==> config.mk <==
export PLATFORM = sky130hd
export DESIGN_NAME = fcf_regs
export DESIGN_NICKNAME = d
export VERILOG_FILES = /design/src/rtl/core/fcf_pkg.sv /design/src/rtl/core/fcf_regs.sv
export SDC_FILE = /design/constraint.sdc
export NUM_CORES = 1
export LEC_CHECK = 0
export BUFFER_PORTS_ARGS = -buffer_cell sky130_fd_sc_hd__buf_2
export CAP_MARGIN = 5
export CORE_MARGIN = 2
export CORE_UTILIZATION = 45
export CTS_CLUSTER_DIAMETER = 200
export DETAILED_ROUTE_END_ITERATION = 6
export PLACE_DENSITY = 0.77
export SLEW_MARGIN = 20
export SYNTH_ARGS = -nofsm -noshare
export SYNTH_HDL_FRONTEND = slang
export SYNTH_SLANG_ARGS = --single-unit
==> constraint.sdc <==
create_clock -name clock -period 4.8 [get_ports clock]
set_input_delay 0.96 -clock clock [delete_from_list [all_inputs] [get_ports clock]]
set_output_delay 0.96 -clock clock [all_outputs]
set_load 0.1 [all_outputs]
==> src/rtl/core/fcf_pkg.sv <==
package fcf_pkg;

   localparam int NCOEF    = 7;
   localparam int SAMPLE_W = 16;
   localparam int COEF_W   = 16;
   localparam int PROD_W   = SAMPLE_W + COEF_W;
   localparam int RESULT_W = 34;
   localparam int TAP_W    = 3;
   localparam int REG_W    = 32;
   localparam int ADDR_W   = 5;
   localparam int QDEPTH   = 2;
   localparam int QPTR_W   = $clog2(QDEPTH);
   localparam int QCNT_W   = $clog2(QDEPTH + 1);

   typedef enum logic [TAP_W-1:0] {
      REG_TAP_COUNT = 3'd0,
      REG_COEF_0    = 3'd1,
      REG_COEF_1    = 3'd2,
      REG_COEF_2    = 3'd3,
      REG_COEF_3    = 3'd4,
      REG_COEF_4    = 3'd5,
      REG_COEF_5    = 3'd6,
      REG_COEF_6    = 3'd7
   } reg_index_type;

   typedef struct packed {
      logic [SAMPLE_W-1:0] sample;
      logic                end_of_signal;
   } item_type;

   typedef struct packed {
      logic [TAP_W-1:0]                tap_count;
      logic [NCOEF-1:0][COEF_W-1:0]    coef;
   } cfg_type;

endpackage

==> src/rtl/core/fcf_regs.sv <==
module fcf_regs
   import fcf_pkg::*;
(
   input  logic              clock,
   input  logic              reset,
   input  logic              psel,
   input  logic              penable,
   input  logic              pwrite,
   input  logic [ADDR_W-1:0] paddr,
   input  logic [REG_W-1:0]  pwdata,
   output logic [REG_W-1:0]  prdata,
   output logic              pready,
   output cfg_type           cfg
);

   logic [TAP_W-1:0]  tap_count_ff;
   logic [COEF_W-1:0] coef_ff [NCOEF];
   reg_index_type     idx;
   logic              wr_en;
   logic [TAP_W-1:0]  coef_sel;

   assign idx      = reg_index_type'(paddr[ADDR_W-1:2]);
   assign wr_en    = psel & penable & pwrite;
   assign pready   = 1'b1;
   assign coef_sel = paddr[ADDR_W-1:2] - TAP_W'(1);

   always_ff @(posedge clock) begin
      if (reset) begin
         tap_count_ff <= TAP_W'(1);
         for (int k = 1; k < NCOEF; k++) begin
            coef_ff[k] <= '0;
         end
         coef_ff[0] <= COEF_W'(32767);
      end else if (wr_en) begin
         case (idx)
            REG_TAP_COUNT: begin
               tap_count_ff <= pwdata[TAP_W-1:0];
            end
            default: begin
               coef_ff[coef_sel] <= pwdata[COEF_W-1:0];
            end
         endcase
      end
   end

   always_comb begin
      case (idx)
         REG_TAP_COUNT: begin
            prdata = {{(REG_W-TAP_W){1'b0}}, tap_count_ff};
         end
         default: begin
            prdata = {{(REG_W-COEF_W){coef_ff[coef_sel][COEF_W-1]}}, coef_ff[coef_sel]};
         end
      endcase
   end

   always_comb begin
      cfg.tap_count = tap_count_ff;
      for (int k = 0; k < NCOEF; k++) begin
         cfg.coef[k] = coef_ff[k];
      end
   end

endmodule

==> insert_results.sql <==
INSERT INTO impl_metrics (metric_group, metric, value, unit) VALUES
('synthesis', 'mappedNetlistArea', '6070', 'um2'),
('worst_setup_path', 'timing.critical_path.slowest_cell_delay', '440', 'ps'),
('worst_setup_path', 'critical_path.startpoint_type', 'primary input', ''),
('global_route', 'global_route_wire_length_before_repair', '24.4', 'mm'),
('global_route', 'grt_overflow_total', '0', ''),
('place', 'gp_routability_congestion', '0.874', ''),
('global_route', 'grt_antenna_before_repair', '0', ''),
('sta', 'rsz0062_at_grt', 'false', ''),
('drt', 'routed_wl', '16.4', 'mm'),
('synthesis', 'synth_compound_gate_area_share', '0.0190', ''),
('worst_setup_path', 'critPathTopFamily', 'buffers and inverters', ''),
('sta', 'report.final.hold_viol_count', '0', ''),
('synthesis', 'yosys.area_share.xor_xnor', '0.00288', ''),
('hold_path', 'worstHoldPathType', 'reg -> reg', ''),
('synthesis', 'synthDistinctLibCells', '37', ''),
('clock_tree', 'cts.reportedPaths.clkPinSlew', '50', 'ps'),
('drt', 'drc_errors', '0', ''),
('global_route', 'globalRouteTotalUtil', '0.232', ''),
('drt', 'wl_met1', '6.45', 'mm'),
('synthesis', 'synth-seq-cells', '131', ''),
('finish', 'flow.area_growth_from_synthesis', '35.3', '%'),
('synthesis', 'synth.mux.area_fraction', '0.122', ''),
('worst_setup_path', 'critical_path.n_buffers_inverters', '5', ''),
('sta', 'finClkSkew', '0', 'ps'),
('floorplanning', 'fp-row-count', '42', ''),
('synthesis', 'number_of_synthesized_flops_with_an_enable_pin', '128', ''),
('drt', 'avgRoutedWirePerCell', '21.7', 'um'),
('finish', 'finalInstanceArea', '8220', 'um2'),
('pwr', 'p_leak', '0.00322', 'uW'),
('finish', 'layout_commonest_cell', 'buf_2', ''),
('clock_tree', 'root_buffer', 'clkbuf_16', ''),
('drt', 'dr.pass1.iters', '7', ''),
('sta', 'fmax', '0.242', 'GHz'),
('synthesis', 'postSynthAreaPerCell', '15.0', 'um2'),
('place', 'port_buffers', '170', ''),
('clock_tree', 'postCtsHoldBufs', '0', ''),
('clock_tree', 'clock_insertion_delay_worst_skew', '410', 'ps'),
('worst_setup_path', 'criticalPathCategory', 'in -> out', ''),
('synthesis', 'yosys_most_used_dff', 'edfxtp_1', ''),
('sta', 'timing_max_transition_violations_final', '0', ''),
('finish', 'area.sequential', '3900', 'um2'),
('finish', 'finish.net_count', '609', ''),
('synthesis', 'post_synthesis_share_of_cell_area_spent_on_full_adders_half_adders_and_majority_gates', '0.00412', ''),
('worst_setup_path', 'endpoint_kind', 'primary output', ''),
('global_route', 'first_global_vias', '4162', ''),
('clock_tree', 'clkSinkCount', '131', ''),
('floorplanning', 'die_area', '14400', 'um2'),
('synthesis', 'postSynthCellCount', '405', ''),
('outcome', 'status', 'completed', ''),
('place', 'dp_cells', '722', ''),
('finish', 'layoutNonFillerInstCount', '754', ''),
('synthesis', 'synthDominantAreaCellType', 'edfxtp_1', ''),
('synthesis', 'largest_family_of_logic_cells_by_synthesized_area', 'simple AND/OR/NAND/NOR gates', ''),
('finish', 'antenna-diode-count', '0', ''),
('place', 'dp_slack', '661', 'ps'),
('synthesis', 'yosys.area.top_type_share', '0.633', ''),
('sta', 'slew-limit-headroom', '0.417', ''),
('floorplanning', 'dieHeight', '120', 'um'),
('synthesis', 'synth_seq_area_share', '0.643', ''),
('finish', 'multiInputGateArea', '1990', 'um2'),
('drt', 'met2RoutedLength', '8.20', 'mm'),
('worst_setup_path', 'worstPathCellList', 'buf_2 -> inv_1 -> ha_1 -> buf_4 -> mux4_2 -> nand2_1 -> a21oi_4 -> buf_4 -> buf_12', ''),
('clock_tree', 'ctsHtreeMaxLevel', '4', ''),
('synthesis', 'synthesis.nets', '449', ''),
('sta', 'period_needed', '4130', 'ps'),
('clock_tree', 'numCtsBuffers', '17', ''),
('clock_tree', 'total_of_cells_resized_after_clock_tree_synthesis', '0', ''),
('drt', 'antenna_violating_nets_post_route', '0', ''),
('clock_tree', 'clk_path_buf_depth', '2', ''),
('drt', 'met3_wirelength', '1.48', 'mm'),
('synthesis', 'ys_warn_count', '0', '');
[cells in the mapped netlist (3+ instances only)]
cell        n
edfxtp_1  128
and2_1     92
nand2_1    31
mux4_2     30
buf_4      20
or3_1      15
a21oi_1    13
buf_2       9
clkbuf_1    9
or2_1       7
nor3_1      6
nor2_1      5
mux2i_1     4
dfxtp_1     3
inv_1       3
nor2_8      3
[power by group]
group          switching [uW]  internal (uW)
combinational             955            292
sequential               31.2           1310
clock                     472           1020
[final cells by class]
cell class                      instances  area share
Sequential cell                       131       0.475
Multi-Input combinational cell        230       0.242
Timing Repair Buffer                  182       0.171
Clock buffer                           18      0.0522
Clock inverter                         14      0.0314
Tap cell                              176      0.0268
Inverter                                3     0.00137
[tightest hold or removal path: cells and delay by family (launching register included)]
family / cells / cell delay, ps
mux: 1 / 80
simple gates: 1 / 70
flops: 1 / 350
[registers in the layout, indices dropped and copies added (netlist names)]
name / cells
coef_ff: 128
tap_count_ff: 3
[metal layers]
metal / vias up / global-route usage
met5: - / 0
met1: 2074 / 0.296
met4: 0 / 0.0779
met3: 23 / 0.0656
met2: 208 / 0.383
li1: 1797 / -
[metrics by stage]
step | power [uW] | hold WS (ps) | TNS (ps)
after floorplan | 2300 | 986 | -273
after global placement | 2600 | 500 | 0
after detailed placement | 2620 | 518 | 0
after CTS | 4100 | 534 | 0
after global routing | 4170 | 566 | 0
final | 4090 | 537 | 0
[path summary, 6_finish.rpt]
| kind | from | endpoint | slack, ps | cells after the start |
|---|---|---|---|---|
| worst min-delay path | tap_count_ff[1]$_SDFFE_PP0P_ | tap_count_ff[1]$_SDFFE_PP0P_ | 540 | 2 |
| worst max-delay path | paddr[2] | prdata[21] | 670 | 9 |
| worst min register to register | tap_count_ff[1]$_SDFFE_PP0P_ | tap_count_ff[1]$_SDFFE_PP0P_ | 540 | 2 |
| worst max register to register | tap_count_ff[0]$_SDFFE_PP1P_ | tap_count_ff[0]$_SDFFE_PP1P_ | 3920 | 2 |
[cell families (layout without fill, tap and decap cells)]
group / after synthesis / after routing
adder cells (fa/ha/maj): 2 / 2
flip-flops: 131 / 131
other: 1 / 1
AND/OR/NAND/NOR: 169 / 169
multiplexers: 36 / 36
AO/OA/AOI/OAI: 20 / 20
buffers and inverters: 44 / 217
XOR/XNOR: 2 / 2
Power figures use the tool's default switching activity.
