==> src/rtl/core/fcf_pkg.sv <==
package fcf_pkg;

   localparam int NCOEF    = 7;
   localparam int SAMPLE_W = 16;
   localparam int COEF_W   = 16;
   localparam int PROD_W   = SAMPLE_W + COEF_W;
   localparam int RESULT_W = 34;
   localparam int TAP_W    = 3;
   localparam int REG_W    = 32;
   localparam int ADDR_W   = 5;
   localparam int QDEPTH   = 2;
   localparam int QPTR_W   = $clog2(QDEPTH);
   localparam int QCNT_W   = $clog2(QDEPTH + 1);

   typedef enum logic [TAP_W-1:0] {
      REG_TAP_COUNT = 3'd0,
      REG_COEF_0    = 3'd1,
      REG_COEF_1    = 3'd2,
      REG_COEF_2    = 3'd3,
      REG_COEF_3    = 3'd4,
      REG_COEF_4    = 3'd5,
      REG_COEF_5    = 3'd6,
      REG_COEF_6    = 3'd7
   } reg_index_type;

   typedef struct packed {
      logic [SAMPLE_W-1:0] sample;
      logic                end_of_signal;
   } item_type;

   typedef struct packed {
      logic [TAP_W-1:0]                tap_count;
      logic [NCOEF-1:0][COEF_W-1:0]    coef;
   } cfg_type;

endpackage

==> src/rtl/core/fcf_ifs.sv <==
interface fcf_req_if
   import fcf_pkg::*;
();
   logic                valid;
   logic                ready;
   logic [SAMPLE_W-1:0] sample;
   logic                end_of_signal;

   modport source (output valid, output sample, output end_of_signal, input ready);
   modport sink (input valid, input sample, input end_of_signal, output ready);
endinterface


==> src/rtl/core/fcf_front.sv <==
module fcf_front
   import fcf_pkg::*;
(
   input  logic       clock,
   input  logic       reset,
   fcf_req_if.sink    req,
   input  logic       q_pop,
   output logic       q_valid,
   output item_type   q_item
);

   item_type          mem_ff [QDEPTH];
   logic [QPTR_W-1:0] wr_ptr_ff;
   logic [QPTR_W-1:0] rd_ptr_ff;
   logic [QCNT_W-1:0] count_ff;
   logic [QCNT_W-1:0] count_in;
   logic              push;
   logic              pop;

   assign req.ready = (count_ff != QCNT_W'(QDEPTH));
   assign push      = req.valid & req.ready;
   assign q_valid   = (count_ff != '0);
   assign pop       = q_pop & q_valid;
   assign q_item    = mem_ff[rd_ptr_ff];

   always_comb begin
      count_in = count_ff;
      if (push && !pop) begin
         count_in = count_ff + QCNT_W'(1);
      end else if (pop && !push) begin
         count_in = count_ff - QCNT_W'(1);
      end
   end

   always_ff @(posedge clock) begin
      if (push) begin
         mem_ff[wr_ptr_ff] <= '{sample: req.sample, end_of_signal: req.end_of_signal};
      end
   end

   always_ff @(posedge clock) begin
      if (reset) begin
         wr_ptr_ff <= '0;
         rd_ptr_ff <= '0;
         count_ff  <= '0;
      end else begin
         count_ff <= count_in;
         if (push) begin
            wr_ptr_ff <= (wr_ptr_ff == QPTR_W'(QDEPTH - 1)) ? '0 : wr_ptr_ff + QPTR_W'(1);
         end
         if (pop) begin
            rd_ptr_ff <= (rd_ptr_ff == QPTR_W'(QDEPTH - 1)) ? '0 : rd_ptr_ff + QPTR_W'(1);
         end
      end
   end

   a_count_range: assert property (@(posedge clock) disable iff (reset)
      count_ff <= QCNT_W'(QDEPTH))
      else $error("queue count out of range");

   a_pop_nonempty: assert property (@(posedge clock) disable iff (reset)
      q_pop |-> q_valid)
      else $error("pop from empty queue");

   a_count_track: assert property (@(posedge clock) disable iff (reset)
      (push && !pop) |=> count_ff == $past(count_ff) + QCNT_W'(1))
      else $error("queue count lost a push");

endmodule

==> src/flat_wrapper.sv <==
// flat-port wrapper written by rule: the top's interface ports become plain ports
module fcf_front_flat import fcf_pkg::*;
  (clock, reset, q_pop, q_valid, q_item, req_valid, req_sample, req_end_of_signal, req_ready);
  fcf_req_if req_i ();
  input  logic clock;
  input  logic reset;
  input  logic q_pop;
  output logic q_valid;
  output item_type q_item;
  input wire logic [$bits(req_i.valid)-1:0] req_valid;
  input wire logic [$bits(req_i.sample)-1:0] req_sample;
  input wire logic [$bits(req_i.end_of_signal)-1:0] req_end_of_signal;
  output wire logic [$bits(req_i.ready)-1:0] req_ready;
  assign req_i.valid = req_valid;
  assign req_i.sample = req_sample;
  assign req_i.end_of_signal = req_end_of_signal;
  assign req_ready = req_i.ready;
  fcf_front u_core (.clock(clock), .reset(reset), .req(req_i), .q_pop(q_pop), .q_valid(q_valid), .q_item(q_item));
endmodule
==> config.mk <==
export PLATFORM = sky130hd
export DESIGN_NAME = fcf_front_flat
export DESIGN_NICKNAME = d
export VERILOG_FILES = /design/src/rtl/core/fcf_pkg.sv /design/src/rtl/core/fcf_ifs.sv /design/src/rtl/core/fcf_front.sv /design/src/flat_wrapper.sv
export SDC_FILE = /design/constraint.sdc
export NUM_CORES = 1
export LEC_CHECK = 0
export ABC_AREA = 1
export BUFFER_PORTS_ARGS = -buffer_cell sky130_fd_sc_hd__buf_4
export CAP_MARGIN = 20
export CELL_PAD_IN_SITES_DETAIL_PLACEMENT = 0
export CELL_PAD_IN_SITES_GLOBAL_PLACEMENT = 2
export CORE_MARGIN = 5
export CORE_UTILIZATION = 34
export CTS_BUF_LIST = sky130_fd_sc_hd__clkbuf_4
export DETAILED_ROUTE_END_ITERATION = 6
export PLACE_DENSITY = 0.86
export SYNTH_ARGS = -nofsm -noshare
export SYNTH_HDL_FRONTEND = slang
export SYNTH_SLANG_ARGS = --single-unit
==> constraint.sdc <==
create_clock -name clock -period 1.6 [get_ports clock]
set_clock_uncertainty 0.05 [all_clocks]
set_input_delay 0.32 -clock clock [delete_from_list [all_inputs] [get_ports clock]]
set_output_delay 0.32 -clock clock [all_outputs]
set_load 0.005 [all_outputs]
==> impl_metrics.csv, run 1 <==
group,metric,value,unit
finish,final_nets,161,
finish,area_growth,39.75,%
finish,stdcell_count,192,
placed_design,place_inst,183,
cts,cts_setup_buffers,0,
detailed_routing,wl_per_cell,13.45,um
finish,drive_above_1_share,0.5143,
worst_setup_path,cp.required,1.23,ns
flow_run,cap_violations,0,
worst_setup_path,worstPathMaxFanout,6,
synthesis,synth_fp_nets,112,
synthesis,synthCells,90,
pwr,ir_drop,0.001021,V
global_routing,grt_pass1_vias,921,
detailed_routing,vias_per_cell,4.464,
die,die_x,76.87,um
die,row_count,24,
sta,fin_crit_sh,1.043,
detailed_routing,dr.pass1.iters,4,
detailed_routing,drc,0,
sta,final_max_slew_viol_count,0,
synthesis,ys_ff_latch,39,
worst_setup_path,arrival,1.30,ns
pwr,p_leak,0.8672,nW
sta,hold_viol,0,
synthesis,ys_types,14,
die,io_pins,40,
die,coreArea,4354,um^2
die,die_area,5908,um^2
worst_setup_path,critPathKind,"flip-flop to primary output",
sta,grt_setup_unrepaired,"yes",
cts,cts-buffers-inserted,5,
global_routing,grt_use_total,0.08761,
cts,worst_setup_hold_path_clk_slew,0.11,ns
finish,n_antenna_cell,0,
sta,min_period,1.669,ns
sta,tightest_slew,0.2039,ns
cts,cts_max_path_buffers,2,
global_routing,grt_max_degree,18,
outcome,violations,"setup timing",
worst_setup_path,crit_path_start_kind,"flip-flop",
sta,setup_viol,17,
synthesis,yosysSeqAreaShare,0.7374,
pwr,total_power,3.051,mW
die,start_util,0.3491,
pwr,power_density,1436,nW/um^2
cts,cts_sinks,39,
placed_design,hpwl,1896,um
placed_design,gp_congestion,0.7662,
cts,insertion_delay,0.31,ns
placed_design,io_buffers,39,
synthesis,syn_area,1520,um^2
outcome,outcome,"finished, violations left",
global_routing,antenna_found_initial,0,
cts,htreeDepth,2,
global_routing,overflow,0,
worst_setup_path,critPathCaptureType,"primary output",
synthesis,avgSynthCellArea,16.89,um^2
global_routing,grt_pass1_wl,4050,um
detailed_routing,final_antenna_net_count,0,
die,fp.dieH,76.87,um
placed_design,post-place-ws,0.1234,ns
worst_hold_path,hp-class,"input pin to flip-flop",
detailed_routing,first_iter_violations,36,
synthesis,yosysWarnings,0,
sta,max_slew_margin,0.8636,
cts,cts_root_buf,"clkbuf_4",
sta,worst_slack,-0.06909,ns
sta,fmax,0.5991,GHz
cts,cts_tree,"built",
detailed_routing,drt_wl_total,2583,um
detailed_routing,vias,857,
cell families (layout without fill, tap and decap cells):
kind of cell | Yosys count | in the layout | synth area share
AO/OA/AOI/OAI | 4 | 4 | 0.01317
AND/OR/NAND/NOR | 19 | 19 | 0.05021
multiplexers | 17 | 17 | 0.1506
adder cells (fa/ha/maj) | 1 | 1 | 0.008229
buffers and inverters | 10 | 60 | 0.04033
flip-flops | 39 | 39 | 0.7375
state kept, by name, summed over array words and instances (netlist names), named ones only:
| register | flops |
|---|---|
| u_core.rd_ptr_ff | 1 |
| u_core.mem_ff | 34 |
| u_core.wr_ptr_ff | 1 |
| u_core.count_ff | 2 |
area by class of cell:
type | count | area [um^2]
Clock buffer | 5 | 37.54
Clock inverter | 3 | 38.79
Fill cell | 374 | 2230
Inverter | 8 | 30.03
Multi-Input combinational cell | 41 | 369.1
Sequential cell | 39 | 1125
Tap cell | 52 | 65.06
Timing Repair Buffer | 44 | 459.2
metal layers:
metal	routed length [um]	global-route usage	vias up
met3	231	0.03864	2
met1	990	0.09043	407
li1	-	-	420
met5	0	0	-
met2	1344	0.1553	28
met4	17	0.03147	0
path summary, 6_finish.rpt:
kind / from / endpoint / slack [ns] / cells past startpoint
worst max-delay path: flip-flop / q_item[1] / -0.07 / 3
worst min register to register: u_core.wr_ptr_ff$_SDFFE_PP0P_ / u_core.wr_ptr_ff$_SDFFE_PP0P_ / 0.46 / 2
worst min-delay path: req_sample[15] / u_core.mem_ff[1][16]$_DFFE_PP_ / 0.13 / 1
worst max register to register: u_core.count_ff[1]$_SDFFE_PP0P_ / u_core.count_ff[1]$_SDFFE_PP0P_ / 0.15 / 9
Yosys cell counts (all sizes together):
master / n / area (um^2)
buf: 2 / 31.28
nor2: 7 / 26.28
mux2: 17 / 229.0
dfxtp: 5 / 100.1
ha: 1 / 12.51
nand2: 9 / 33.78
a21oi: 2 / 10.01
nand4: 1 / 6.260
o21ai: 2 / 10.01
edfxtp: 34 / 1021
nand3: 2 / 10.01
inv: 8 / 30.03
metrics by stage:
step | utilization | TNS [ns] | instance area (um^2) | hold WS, ns
2_1_floorplan | - | -4.730 | 1520 | 0.3689
3_3_place_gp | 0.4402 | 0 | 1917 | 0.4288
3_5_place_dp | 0.4402 | 0 | 1917 | 0.4341
4_1_cts | 0.4874 | -1.260 | 2122 | 0.1122
5_1_grt | 0.4879 | -1.792 | 2125 | 0.1029
6_report | 0.4879 | -0.8949 | 2125 | 0.1303
worst max-delay path, cell delays in order (launching register included):
cell and delay, ns:
dfxtp_4 0.42, buf_8 0.14, mux2_4 0.31, buf_6 0.12
power breakdown:
part,internal [mW],switching (mW)
Clock,0.321,0.280
Sequential,1.29,0.0726
Combinational,0.659,0.424
Total,2.27,0.777
placed cells by master, fill, tap and decap left out, types with 2 or more instances in the layout:
cell      instances
a21oi_1           2
buf_12            3
buf_4            22
buf_6            17
clkbuf_4          5
dfxtp_1           4
edfxtp_1         34
inv_1             7
mux2_4           17
nand2_1           8
nand3_1           2
nor2_1            6
o21ai_0           2
repair_timing:
item	4_1_cts	5_1_grt
endpoints found under the setup margin	17	18
endpoints found under the hold margin	0	0
cloned	1	0
gates resized for setup	29	2
hold buffers	0	0
No activity file was read; power rests on OpenSTA's default activity.
==> run 2: changes to the inputs <==
- PLACE_DENSITY: 0.86 -> 0.8
==> run 2 against run 1 <==
Net effect: the flow still finishes with violations (setup timing); clock-buffer cell count unchanged; sequential power about the same; die area unchanged; critical path type unchanged.
==> impl_metrics.csv, run 2 (synthesis gave the netlist of run 1 again) <==
group,metric,value,unit
outcome,outcome,"finished, violations left",
outcome,violations,"setup timing",
detailed_routing,drc,0,
global_routing,grt_pass1_wl,4409,um
cts,htreeDepth,2,
placed_design,hpwl,2066,um
finish,final_core_util,0.4911,
die,start_util,0.3491,
die,coreArea,4354,um^2
finish,filler_cell_count,377,
finish,area_growth,40.66,%
cts,postCtsHoldBufs,0,
finish,final_nets,165,
pwr,p_leak,0.8806,nW
detailed_routing,wl_per_cell,14.11,um
finish,largest_reg_flops,34,
sta,fmax,0.5945,GHz
finish,final_cell_area,2138,um^2
detailed_routing,vias,876,
finish,top_regs,"u_core.mem_ff: 34 flops, u_core.count_ff: 2 flops",
global_routing,overflow,0,
sta,setup_viol,17,
flow_run,cap_violations,0,
worst_setup_path,crit_path_cell_trace,"buf_12 -> mux2_4 -> buf_6",
sta,min_period,1.682,ns
finish,layout_commonest_cell,"edfxtp_1",
global_routing,grt_pass1_vias,921,
cts,cts_max_path_buffers,2,
finish,drive_above_1_share,0.5347,
placed_design,post_dp_cell_area,1904,um^2
die,io_pins,40,
pwr,ir_drop,0.0006338,V
global_routing,grt_max_degree,13,
sta,worst_slack,-0.08206,ns
worst_hold_path,hp-class,"input pin to flip-flop",
pwr,total_power,3.093,mW
sta,fin_crit_sh,1.051,
worst_setup_path,max_stage_delay,0.42,ns
placed_design,io_buffers,39,
pwr,power_density,1446,nW/um^2
cts,cts_root_buf,"clkbuf_4",
placed_design,gp_congestion,0.7872,
sta,hold_viol,0,
finish,top_register,"u_core.mem_ff",
cts,insertion_delay,0.33,ns
detailed_routing,dr.pass1.iters,4,
worst_setup_path,critPathKind,"flip-flop to primary output",
worst_setup_path,arrival,1.31,ns
worst_setup_path,cp.required,1.23,ns
worst_setup_path,cp_slowest_cell,"dfxtp_4",
cts,worst_setup_hold_path_clk_slew,0.11,ns
sta,final_max_slew_viol_count,0,
finish,n_antenna_cell,0,
sta,tightest_slew,0.2032,ns
worst_setup_path,ff2ff_setup_slack,0.23,ns
worst_setup_path,crit_path_start_kind,"flip-flop",
sta,max_slew_margin,0.8631,
die,row_count,24,
global_routing,grt_use_total,0.09671,
detailed_routing,final_antenna_net_count,0,
die,die_x,76.87,um
worst_setup_path,worstPathMaxFanout,6,
cts,cts-buffers-inserted,5,
cts,cts_tree,"built",
finish,stdcell_count,196,
sta,grt_setup_unrepaired,"yes",
die,fp.dieH,76.87,um
global_routing,antenna_found_initial,0,
cts,cts_sinks,39,
detailed_routing,first_iter_violations,66,
die,die_area,5908,um^2
detailed_routing,vias_per_cell,4.469,
placed_design,place_inst,185,
finish,mostFrequentLayoutCells,"edfxtp_1, buf_4, buf_6, mux2_4",
worst_setup_path,critPathCaptureType,"primary output",
detailed_routing,drt_wl_total,2765,um
-- run 2: changes by cell type in the layout (fill, tap and decap cells not counted) --
cell and delta:
buf_12 -2, buf_8 -1, nand2_1 -1, buf_6 +1
nor2_1 +1, nand2_2 +1, ha_4 +1, nor2_2 -1
ha_1 -1, buf_4 +6
-- run 2: path summary, 6_finish.rpt --
| check | start | to | cells after the start |
|---|---|---|---|
| max | flip-flop | q_item[9] | 3 |
| min | req_sample[2] | u_core.mem_ff[1][3]$_DFFE_PP_ | 1 |
| max reg2reg | u_core.count_ff[0]$_SDFFE_PP0P_ | u_core.count_ff[1]$_SDFFE_PP0P_ | 10 |
| min reg2reg | u_core.rd_ptr_ff$_SDFFE_PP0P_ | flip-flop | 2 |
-- run 2: area by class of cell --
cell class / count / area, um^2 / share of cell area
Clock buffer: 5 / 37.54 / 0.01755
Clock inverter: 3 / 38.79 / 0.01814
Inverter: 8 / 30.03 / 0.01404
Multi-Input combinational cell: 41 / 381.6 / 0.1785
Sequential cell: 39 / 1125 / 0.5260
Tap cell: 52 / 65.06 / 0.03043
Timing Repair Buffer: 48 / 460.4 / 0.2153
-- run 2: layer usage --
layer / global-route usage / vias to the layer above / part of all wire
li1: - / 432 / -
met1: 0.1114 / 402 / 0.44
met2: 0.1503 / 40 / 0.48
met3: 0.05386 / 2 / 0.082
met4: 0.03497 / 0 / 0.0029
met5: 0 / - / 0
-- run 2: repair_timing --
item,in CTS,in global routing
setup buffers,0,2
resized for setup,24,8
cloned,1,0
setup endpoints to repair,17,19
endpoints found under the hold margin,0,0
-- run 2: critical path: cells and delay by family (launching register included) --
family                 cells  cell delay [ns]
flip-flops                 1             0.42
multiplexers               1             0.31
buffers and inverters      2             0.26
-- run 2: report_power, final --
group	internal, mW	switching (mW)
Sequential	1.29	0.0708
Clock	0.321	0.297
Combinational	0.673	0.436
Total	2.29	0.804
-- run 2: metrics by stage --
step	TNS [ns]	hold slack [ns]	setup WS (ns)
6_report	-1.176	0.1137	-0.08206
5_1_grt	-2.313	0.06913	-0.1480
4_1_cts	-1.644	0.09341	-0.1105
3_5_place_dp	0	0.4441	0.1305
3_3_place_gp	0	0.4347	0.1729
2_1_floorplan	-4.730	0.3689	-0.1392
